**config.mk**
```make
export PLATFORM = sky130hd
export DESIGN_NAME = x86_page_table_walker
export DESIGN_NICKNAME = d
export VERILOG_FILES = /design/src/rtl/ptw_pkg.sv /design/src/rtl/ptw_front.sv /design/src/rtl/ptw_queue.sv /design/src/rtl/ptw_back.sv /design/src/rtl/x86_page_table_walker.sv
export SDC_FILE = /design/constraint.sdc
export NUM_CORES = 1
export LEC_CHECK = 0
export BUFFER_PORTS_ARGS = -buffer_cell sky130_fd_sc_hd__buf_4
export CORE_ASPECT_RATIO = 1.5
export CORE_MARGIN = 1
export CORE_UTILIZATION = 52
export DETAILED_ROUTE_END_ITERATION = 10
export HOLD_SLACK_MARGIN = 0.1
export PLACE_DENSITY = 0.74
export SLEW_MARGIN = 10
export SYNTH_ARGS = -nofsm -noshare
export SYNTH_HDL_FRONTEND = slang
export SYNTH_SLANG_ARGS = --single-unit
```
**constraint.sdc**
```tcl
create_clock -name clk -period 13.4 [get_ports clk]
set_input_delay 2.01 -clock clk [delete_from_list [all_inputs] [get_ports clk]]
set_output_delay 2.01 -clock clk [all_outputs]
set_load 0.005 [all_outputs]
```
**src/rtl/ptw_pkg.sv**
```systemverilog
package ptw_pkg;

  // Input item fields
  typedef struct packed {
    logic        action;
    logic [31:0] lin_addr;
    logic [3:0]  access_mode;
    logic [31:0] read_data;
  } ptw_in_t;

  // Result item fields
  typedef struct packed {
    logic [2:0]  kind;
    logic [31:0] mem_addr;
    logic [31:0] write_data;
    logic [31:0] phys_addr;
    logic        page_global;
    logic        page_nx;
    logic [4:0]  pf_code;
    logic [31:0] fault_addr;
    logic        last;
  } ptw_out_t;

  // Configuration snapshot used by the front end
  typedef struct packed {
    logic        paging_enable;
    logic        write_protect;
    logic        pae_enable;
    logic        pse_enable;
    logic        nx_enable;
    logic [31:0] dir_base;
  } ptw_cfg_t;

  // Result bundle handed from front to back: up to three results
  typedef struct packed {
    logic [1:0] cnt;
    ptw_out_t   r0;
    ptw_out_t   r1;
    ptw_out_t   r2;
  } ptw_bundle_t;

  localparam logic [2:0] KIND_READ  = 3'd0;
  localparam logic [2:0] KIND_WRITE = 3'd1;
  localparam logic [2:0] KIND_PAGE  = 3'd2;
  localparam logic [2:0] KIND_PF    = 3'd3;
  localparam logic [2:0] KIND_GP    = 3'd4;

  localparam logic [2:0] PH_IDLE    = 3'd0;
  localparam logic [2:0] PH_PDE     = 3'd1;
  localparam logic [2:0] PH_PTE     = 3'd2;
  localparam logic [2:0] PH_PDPT_LO = 3'd3;
  localparam logic [2:0] PH_PDPT_HI = 3'd4;
  localparam logic [2:0] PH_PDE_LO  = 3'd5;
  localparam logic [2:0] PH_PDE_HI  = 3'd6;
  localparam logic [2:0] PH_PAE_PTE = 3'd7;

  localparam logic [2:0] REG_PAGING = 3'd0;
  localparam logic [2:0] REG_WP     = 3'd1;
  localparam logic [2:0] REG_PAE    = 3'd2;
  localparam logic [2:0] REG_PSE    = 3'd3;
  localparam logic [2:0] REG_NX     = 3'd4;
  localparam logic [2:0] REG_BASE   = 3'd5;

endpackage

```
**src/rtl/ptw_front.sv**
```systemverilog
module ptw_front import ptw_pkg::*; (
  input  logic        clk,
  input  logic        rst_n,
  input  ptw_cfg_t    cfg,
  input  logic        in_valid,
  output logic        in_stall,
  input  ptw_in_t     in_data,
  output logic        push,
  output ptw_bundle_t push_data,
  input  logic        q_full
);

  logic [2:0]  phase_r, phase_nxt;
  logic [31:0] lin_r, lin_nxt;
  logic [3:0]  mode_r, mode_nxt;
  logic [31:0] dent_r, dent_nxt;
  logic [31:0] daddr_r, daddr_nxt;
  logic [31:0] upper_r, upper_nxt;
  logic        nx_r, nx_nxt;

  logic        take;
  ptw_bundle_t b;

  assign in_stall = q_full;
  assign take     = in_valid && !q_full;

  function automatic ptw_out_t mk(input logic [2:0] k, input logic [31:0] ma,
                                  input logic [31:0] wd, input logic [31:0] pa,
                                  input logic g, input logic nx,
                                  input logic [4:0] ec, input logic [31:0] fa,
                                  input logic lst);
    ptw_out_t o;
    o.kind = k; o.mem_addr = ma; o.write_data = wd; o.phys_addr = pa;
    o.page_global = g; o.page_nx = nx; o.pf_code = ec; o.fault_addr = fa;
    o.last = lst;
    return o;
  endfunction

  // Walk step: classify the item and build its results
  always_comb begin
    logic [31:0] d, lin, nw, pde, mask, a, pteaddr;
    logic        wr, us, den;
    logic [4:0]  e2, e3;
    logic [2:0]  n;
    ptw_out_t    res [3];
    d = in_data.read_data;
    lin = lin_r;
    wr = mode_r[1];
    us = mode_r[2];
    e2 = {2'b00, us, wr, 1'b0};
    e3 = e2 | {(mode_r[3] && cfg.nx_enable), 4'b0000};
    nw = '0; pde = dent_r; mask = '0; a = '0; pteaddr = '0; den = 1'b0;
    n = '0;
    for (int i = 0; i < 3; i++) res[i] = '0;
    phase_nxt = phase_r; lin_nxt = lin_r; mode_nxt = mode_r; dent_nxt = dent_r;
    daddr_nxt = daddr_r; upper_nxt = upper_r; nx_nxt = nx_r;

    if (!in_data.action) begin
      lin_nxt = in_data.lin_addr;
      mode_nxt = in_data.access_mode;
      if (!cfg.paging_enable) begin
        res[0] = mk(KIND_PAGE, '0, '0, {in_data.lin_addr[31:12], 12'h000}, 1'b0,
                    1'b0, '0, '0, 1'b1);
        n = 3'd1; phase_nxt = PH_IDLE;
      end else if (!cfg.pae_enable) begin
        a = cfg.dir_base + {20'd0, in_data.lin_addr[31:22], 2'b00};
        daddr_nxt = a; phase_nxt = PH_PDE;
        res[0] = mk(KIND_READ, a, '0, '0, 1'b0, 1'b0, '0, '0, 1'b1);
        n = 3'd1;
      end else begin
        a = {cfg.dir_base[31:5], in_data.lin_addr[31:30], 3'b000};
        daddr_nxt = a; phase_nxt = PH_PDPT_LO;
        res[0] = mk(KIND_READ, a, '0, '0, 1'b0, 1'b0, '0, '0, 1'b1);
        n = 3'd1;
      end
    end else begin
      case (phase_r)
        PH_PDE: begin
          den = (wr && !d[1] && (us || cfg.write_protect)) || (us && !d[2]);
          nw = d | 32'h20 | {25'd0, wr, 6'd0};
          if (!d[0]) begin
            res[0] = mk(KIND_PF, '0, '0, '0, 1'b0, 1'b0, e2, lin, 1'b1);
            n = 3'd1; phase_nxt = PH_IDLE;
          end else if (d[7] && cfg.pse_enable) begin
            phase_nxt = PH_IDLE;
            if (den) begin
              res[0] = mk(KIND_PF, '0, '0, '0, 1'b0, 1'b0, e2 | 5'd1, lin, 1'b1);
              n = 3'd1;
            end else begin
              if (nw != d) begin
                res[n[1:0]] = mk(KIND_WRITE, daddr_r, nw, '0, 1'b0, 1'b0, '0, '0, 1'b0);
                n = n + 3'd1;
              end
              res[n[1:0]] = mk(KIND_PAGE, '0, '0, {d[31:22], lin[21:12], 12'h000},
                               d[8], 1'b0, '0, '0, 1'b1);
              n = n + 3'd1;
            end
          end else begin
            dent_nxt = d; phase_nxt = PH_PTE;
            res[0] = mk(KIND_READ, {d[31:12], lin[21:12], 2'b00}, '0, '0, 1'b0, 1'b0,
                        '0, '0, 1'b1);
            n = 3'd1;
          end
        end
        PH_PTE, PH_PAE_PTE: begin
          if (phase_r == PH_PTE) begin
            den = (wr && !(d[1] && pde[1]) && (us || cfg.write_protect)) ||
                  (us && !(d[2] && pde[2]));
            pteaddr = {pde[31:12], lin[21:12], 2'b00};
          end else begin
            den = (wr && !d[1] && (us || cfg.write_protect)) || (us && !d[2]);
            pteaddr = {pde[31:12], lin[20:12], 3'b000};
          end
          nw = d | 32'h20 | {25'd0, wr, 6'd0};
          phase_nxt = PH_IDLE;
          if (!d[0]) begin
            res[0] = mk(KIND_PF, '0, '0, '0, 1'b0, 1'b0,
                        (phase_r == PH_PTE) ? e2 : e3, lin, 1'b1);
            n = 3'd1;
          end else if (den) begin
            res[0] = mk(KIND_PF, '0, '0, '0, 1'b0, 1'b0,
                        ((phase_r == PH_PTE) ? e2 : e3) | 5'd1, lin, 1'b1);
            n = 3'd1;
          end else begin
            if (!pde[5]) begin
              res[n[1:0]] = mk(KIND_WRITE, daddr_r, pde | 32'h20, '0, 1'b0, 1'b0, '0,
                               '0, 1'b0);
              n = n + 3'd1;
            end
            if (nw != d) begin
              res[n[1:0]] = mk(KIND_WRITE, pteaddr, nw, '0, 1'b0, 1'b0, '0, '0, 1'b0);
              n = n + 3'd1;
            end
            res[n[1:0]] = mk(KIND_PAGE, '0, '0, {d[31:12], 12'h000}, d[8],
                             (phase_r == PH_PAE_PTE) && nx_r, '0, '0, 1'b1);
            n = n + 3'd1;
          end
        end
        PH_PDPT_LO: begin
          if (!d[0]) begin
            res[0] = mk(KIND_PF, '0, '0, '0, 1'b0, 1'b0, e2, lin, 1'b1);
            phase_nxt = PH_IDLE;
          end else begin
            upper_nxt = d; phase_nxt = PH_PDPT_HI;
            res[0] = mk(KIND_READ, daddr_r + 32'd4, '0, '0, 1'b0, 1'b0, '0, '0, 1'b1);
          end
          n = 3'd1;
        end
        PH_PDPT_HI: begin
          if (d[31:4] != '0) begin
            res[0] = mk(KIND_GP, '0, '0, '0, 1'b0, 1'b0, '0, lin, 1'b1);
            phase_nxt = PH_IDLE;
          end else begin
            a = {upper_r[31:12], lin[29:21], 3'b000};
            daddr_nxt = a; phase_nxt = PH_PDE_LO;
            res[0] = mk(KIND_READ, a, '0, '0, 1'b0, 1'b0, '0, '0, 1'b1);
          end
          n = 3'd1;
        end
        PH_PDE_LO: begin
          dent_nxt = d; phase_nxt = PH_PDE_HI;
          res[0] = mk(KIND_READ, daddr_r + 32'd4, '0, '0, 1'b0, 1'b0, '0, '0, 1'b1);
          n = 3'd1;
        end
        PH_PDE_HI: begin
          mask = cfg.nx_enable ? 32'h7FFF_FFF0 : 32'hFFFF_FFF0;
          den = (wr && !pde[1] && (us || cfg.write_protect)) || (us && !pde[2]);
          nw = pde | 32'h20 | {25'd0, wr, 6'd0};
          phase_nxt = PH_IDLE;
          if ((d & mask) != '0) begin
            res[0] = mk(KIND_GP, '0, '0, '0, 1'b0, 1'b0, '0, lin, 1'b1);
            n = 3'd1;
          end else begin
            nx_nxt = d[31] && cfg.nx_enable;
            if (!pde[0]) begin
              res[0] = mk(KIND_PF, '0, '0, '0, 1'b0, 1'b0, e3, lin, 1'b1);
              n = 3'd1;
            end else if (den) begin
              res[0] = mk(KIND_PF, '0, '0, '0, 1'b0, 1'b0, e3 | 5'd1, lin, 1'b1);
              n = 3'd1;
            end else if (pde[7]) begin
              if (nw != pde) begin
                res[n[1:0]] = mk(KIND_WRITE, daddr_r, nw, '0, 1'b0, 1'b0, '0, '0, 1'b0);
                n = n + 3'd1;
              end
              res[n[1:0]] = mk(KIND_PAGE, '0, '0, {pde[31:21], lin[20:12], 12'h000},
                               pde[8], d[31] && cfg.nx_enable, '0, '0, 1'b1);
              n = n + 3'd1;
            end else begin
              phase_nxt = PH_PAE_PTE;
              res[0] = mk(KIND_READ, {pde[31:12], lin[20:12], 3'b000}, '0, '0, 1'b0,
                          1'b0, '0, '0, 1'b1);
              n = 3'd1;
            end
          end
        end
        default: begin
          n = '0;
        end
      endcase
    end
    b.cnt = n[1:0];
    b.r0 = res[0];
    b.r1 = res[1];
    b.r2 = res[2];
  end

  assign push      = take && (b.cnt != 2'd0);
  assign push_data = b;

  // Walk state
  always_ff @(posedge clk) begin
    if (!rst_n) begin
      phase_r <= PH_IDLE;
      lin_r <= '0; mode_r <= '0; dent_r <= '0; daddr_r <= '0; upper_r <= '0;
      nx_r <= 1'b0;
    end else if (take) begin
      phase_r <= phase_nxt;
      lin_r <= lin_nxt; mode_r <= mode_nxt; dent_r <= dent_nxt;
      daddr_r <= daddr_nxt; upper_r <= upper_nxt; nx_r <= nx_nxt;
    end
  end

endmodule

```
**src/rtl/ptw_queue.sv**
```systemverilog
module ptw_queue import ptw_pkg::*; (
  input  logic        clk,
  input  logic        rst_n,
  input  logic        push,
  input  ptw_bundle_t push_data,
  output logic        full,
  output logic        empty,
  output ptw_bundle_t head,
  input  logic        pop
);

  // Two-entry queue of result bundles
  ptw_bundle_t mem_r [2];
  logic        wp_r, rp_r;
  logic [1:0]  cnt_r;

  assign full  = (cnt_r == 2'd2);
  assign empty = (cnt_r == 2'd0);
  assign head  = mem_r[rp_r];

  always_ff @(posedge clk) begin
    if (push) mem_r[wp_r] <= push_data;
  end

  always_ff @(posedge clk) begin
    if (!rst_n) begin
      wp_r <= 1'b0; rp_r <= 1'b0; cnt_r <= '0;
    end else begin
      if (push) wp_r <= ~wp_r;
      if (pop) rp_r <= ~rp_r;
      cnt_r <= cnt_r + {1'b0, push} - {1'b0, pop};
    end
  end

endmodule

```
**src/rtl/ptw_back.sv**
```systemverilog
module ptw_back import ptw_pkg::*; (
  input  logic        clk,
  input  logic        rst_n,
  input  logic        q_empty,
  input  ptw_bundle_t q_head,
  output logic        q_pop,
  output logic        out_valid,
  input  logic        out_stall,
  output ptw_out_t    out_data
);

  // Sequence the results of the head bundle one per transfer
  logic [1:0] idx_r;
  logic       xfer;

  assign out_valid = !q_empty;
  assign xfer      = out_valid && !out_stall;
  assign q_pop     = xfer && (idx_r + 2'd1 == q_head.cnt);

  always_comb begin
    case (idx_r)
      2'd0:    out_data = q_head.r0;
      2'd1:    out_data = q_head.r1;
      default: out_data = q_head.r2;
    endcase
  end

  always_ff @(posedge clk) begin
    if (!rst_n) begin
      idx_r <= '0;
    end else if (q_pop) begin
      idx_r <= '0;
    end else if (xfer) begin
      idx_r <= idx_r + 2'd1;
    end
  end

endmodule

```
**src/rtl/x86_page_table_walker.sv**
```systemverilog
// Channel | Direction | Struct     | Handshake
// in_     | input     | ptw_in_t   | in_valid / in_stall
// out_    | output    | ptw_out_t  | out_valid / out_stall
// cfg_    | input     | 3b idx/32b | cfg_wr_en, no wait
// The front end takes one item per cycle while the two-entry bundle queue has room.
// Each item yields zero to three results (a response while idle yields none),
// delivered one per cycle by the back end while out_stall is low.
// An accepted item's results are registered in the bundle queue and shown once their bundle reaches its head.
// Reset (rst_n low, synchronous) clears walk state, registers and the queue.
// Output stalls back up into in_stall only once the queue is full.
module x86_page_table_walker import ptw_pkg::*; (
  input  logic        clk,
  input  logic        rst_n,
  input  logic        cfg_wr_en,
  input  logic [2:0]  cfg_index,
  input  logic [31:0] cfg_data,
  input  logic        in_valid,
  output logic        in_stall,
  input  ptw_in_t     in_data,
  output logic        out_valid,
  input  logic        out_stall,
  output ptw_out_t    out_data
);

  ptw_cfg_t    cfg_r;
  logic        push, q_full, q_empty, q_pop;
  ptw_bundle_t push_data, q_head;

  // Configuration registers
  always_ff @(posedge clk) begin
    if (!rst_n) begin
      cfg_r <= '0;
    end else if (cfg_wr_en) begin
      case (cfg_index)
        REG_PAGING: cfg_r.paging_enable <= cfg_data[0];
        REG_WP:     cfg_r.write_protect <= cfg_data[0];
        REG_PAE:    cfg_r.pae_enable    <= cfg_data[0];
        REG_PSE:    cfg_r.pse_enable    <= cfg_data[0];
        REG_NX:     cfg_r.nx_enable     <= cfg_data[0];
        REG_BASE:   cfg_r.dir_base      <= cfg_data;
        default:    cfg_r <= cfg_r;
      endcase
    end
  end

  ptw_front u_front (
    .clk(clk), .rst_n(rst_n), .cfg(cfg_r), .in_valid(in_valid), .in_stall(in_stall),
    .in_data(in_data), .push(push), .push_data(push_data), .q_full(q_full)
  );

  ptw_queue u_queue (
    .clk(clk), .rst_n(rst_n), .push(push), .push_data(push_data), .full(q_full),
    .empty(q_empty), .head(q_head), .pop(q_pop)
  );

  ptw_back u_back (
    .clk(clk), .rst_n(rst_n), .q_empty(q_empty), .q_head(q_head), .q_pop(q_pop),
    .out_valid(out_valid), .out_stall(out_stall), .out_data(out_data)
  );

endmodule

```
==> flow_summary.json <==
{
  "wl_per_cell_um": 26.01,
  "irDropWorstVdd_mv": 0.1123,
  "fin_skew_ps": 24.36,
  "grt_pass1_wl_um": 134900,
  "first_global_vias": 21460,
  "root_buffer": "clkbuf_16",
  "ant_nets": 0,
  "worstMarginPinSlew_ps": 1355,
  "core-area_mm2": 0.05703,
  "relSlewSlack": 0.09641,
  "whs_ps": 461.7,
  "criticalPathCategory": "primary input to flop",
  "die_y_um": 297.1,
  "worstPathRequired_ps": 13650,
  "fin_crit_ps": 6049,
  "cts_tree": "yes",
  "clk_latency_ps": 630,
  "critPathMaxFanout": 70,
  "antenna_found_initial": 1,
  "fin_cells": 3542,
  "hold_path_class": "flop to flop",
  "cellLeakagePower_nw": 12.03,
  "first_pass_iters": 6,
  "cts_sinks": 637,
  "powerDensity_mw_per_mm2": 169.5,
  "portBuffers": 235,
  "layout-drive-gt1-share": 0.1984,
  "critPathArrivalTime_ps": 6300,
  "finalHoldViolCount": 0,
  "syn_inst": 2615,
  "fin_setup_tns_ps": 0,
  "cp-start-kind": "primary input",
  "dr_total_vias": 22010,
  "drtIter0Drc": 2132,
  "cap_violations": 0,
  "dieArea_mm2": 0.05905,
  "place.gp.congestion": 0.9237,
  "io_pins": 250,
  "postCtsSetupRepairBufs": 0,
  "dp.cells": 3434,
  "cts_hold_buf": 0,
  "grt-ovfl-total": 0,
  "max_freq_ghz": 0.1653,
  "drt-vias-per-instance": 6.215,
  "cp-end-kind": "flop",
  "cts_made_buffers": 56,
  "totalWireLength_um": 92120,
  "clock_path_buffers": 3,
  "start_util": 0.5294,
  "rows": 107,
  "route.detailed.drc": 0,
  "track_usage": 0.3085,
  "power.total_mw": 5.799,
  "drv_slew": 0,
  "grt_max_degree": 90,
  "fillers": 4637,
  "status": "completed",
  "netlist-cell-type-count": 89,
  "synth_edf_count": 470,
  "syn_to_final_growth_pct": 13.31,
  "die_w_um": 198.7,
  "fin_nets": 2857,
  "synth_ff_type": "edfxtp_1",
  "period_share": 0.4514,
  "seq_area_frac_synth": 0.5782,
  "async_reset_ff_frac": 0,
  "synth.avg_cell_area_um2": 11.55,
  "cts.repair.resized": 0,
  "grt_setup_unrepaired": "no",
  "layout_commonest_cell": "edfxtp_1",
  "yosys_warnings": 0,
  "synth_seq_cells": 637,
  "path_clk_slew_ps": 60,
  "setup-violations-final": 0,
  "dp.final_hpwl_um": 61760,
  "final_cell_mix": "edfxtp_1 (470), nand2_1 (363), buf_4 (269)",
  "synth_area_mm2": 0.03019,
  "cts_max_level": 2
}
## critical path, stage by stage
cell and delay [ps]:
buf_4 160, o21ai_4 210, inv_2 170, ha_1 340, a2111oi_0 850, o31ai_1 450
inv_1 240, o21ai_2 140, nor2_4 120, buf_4 780, buf_4 740
## Yosys cell counts, types with 9 or more instances
cell type  count  area share
edfxtp_1     470        0.47
nand2_1      363       0.045
dfxtp_1      167        0.11
clkbuf_1     165       0.021
mux2_2       130       0.048
a21boi_0     122       0.030
and2_1       117       0.024
nor2_1       110       0.014
a22o_1       104       0.030
a22oi_1       85       0.021
nor2b_1       63       0.013
a21oi_1       55      0.0091
o21ai_0       49      0.0081
mux2i_1       48       0.016
inv_1         36      0.0045
xnor2_1       32      0.0093
nand3_1       31      0.0051
a31oi_1       30      0.0062
a211oi_1      29      0.0072
buf_2         27      0.0045
nor3_1        24      0.0040
o221ai_1      21      0.0061
o22ai_1       20      0.0041
xor2_1        20      0.0058
a21o_1        19      0.0047
ha_1          18      0.0075
nand4_1       17      0.0035
buf_4         15      0.0037
a221oi_1      14      0.0041
nand2b_1      14      0.0029
a221o_1       11      0.0036
a222oi_1      11      0.0036
and3_1        10      0.0021
o21ai_1       10      0.0017
and4_1         9      0.0026
buf_1          9      0.0011
## final cells by class
cell class	instances	area [um^2]	area share
clock inverter	27	250.2	0.007315
tap	763	954.7	0.02791
sequential	637	17460	0.5104
clock buffer	79	1612	0.04711
inverter	41	153.9	0.004499
timing repair buffer	269	2019	0.05903
antenna	2	5.005	0.0001463
multi-input combinational	1724	11750	0.3436
## stage by stage
stage / setup slack [ps] / area (um^2) / util
after floorplan: -596.7 / 30240 / -
after global placement: 6855 / 32340 / 0.5671
after detailed placement: 6756 / 32340 / 0.5671
after CTS: 7399 / 34200 / 0.5997
after global routing: 7103 / 34200 / 0.5997
final: 7351 / 34210 / 0.5998
## final timing paths
check | startpoint | slack [ps] | to | cells past startpoint
setup / recovery | in_data[6] | 7350 | u_queue.mem_r[1][227] | 11
hold / removal | u_front.lin_r[1] | 460 | u_front.lin_r[1] | 2
setup reg to reg | u_front.mode_r[1] | 7960 | u_queue.mem_r[1][227] | 11
hold reg to reg | u_front.lin_r[1] | 460 | u_front.lin_r[1] | 2
## flip-flops by register name (all words and copies together) (netlist names), named ones only
signal,cells
u_queue.mem_r,470
cfg_r,37
u_front.dent_r,32
u_front.daddr_r,32
u_front.lin_r,32
u_queue.rp_r,1
u_queue.wp_r,1
u_back.idx_r,2
u_front.phase_r,3
u_front.upper_r,20
u_front.nx_r,1
u_queue.cnt_r,2
u_front.mode_r,3
## power by group
| part | switching, mW | internal (mW) | total (mW) | leakage, nW |
|---|---|---|---|---|
| logic | 0.934 | 0.721 | 1.65 | 5.18 |
| clock network | 0.729 | 0.903 | 1.63 | 0.913 |
| registers | 0.116 | 2.40 | 2.51 | 5.93 |
| total | 1.78 | 4.02 | 5.80 | 12.0 |
## routing by layer
metal  track usage  part of all wire  wire length, um  up-vias
met5             0                 0                0        -
met4        0.1482             0.051             4674        0
met3       0.04206             0.076             6962      198
met2        0.5162              0.49            45170     1104
met1        0.3919              0.38            35310    10810
li1              -                 -                -     9902
## cells by family after synthesis
family | after synthesis | synth area share
adders and majority gates | 19 | 0.008123
and+or+nand+nor | 810 | 0.1337
buffers and inverters | 266 | 0.03705
other | 1 | 0.0001242
xor gates and xnor gates | 52 | 0.01509
muxes | 178 | 0.06440
AOI/OAI and AO/OA | 652 | 0.1633
DFF | 637 | 0.5782
Note: power is estimated with default switching activity, not from simulation.
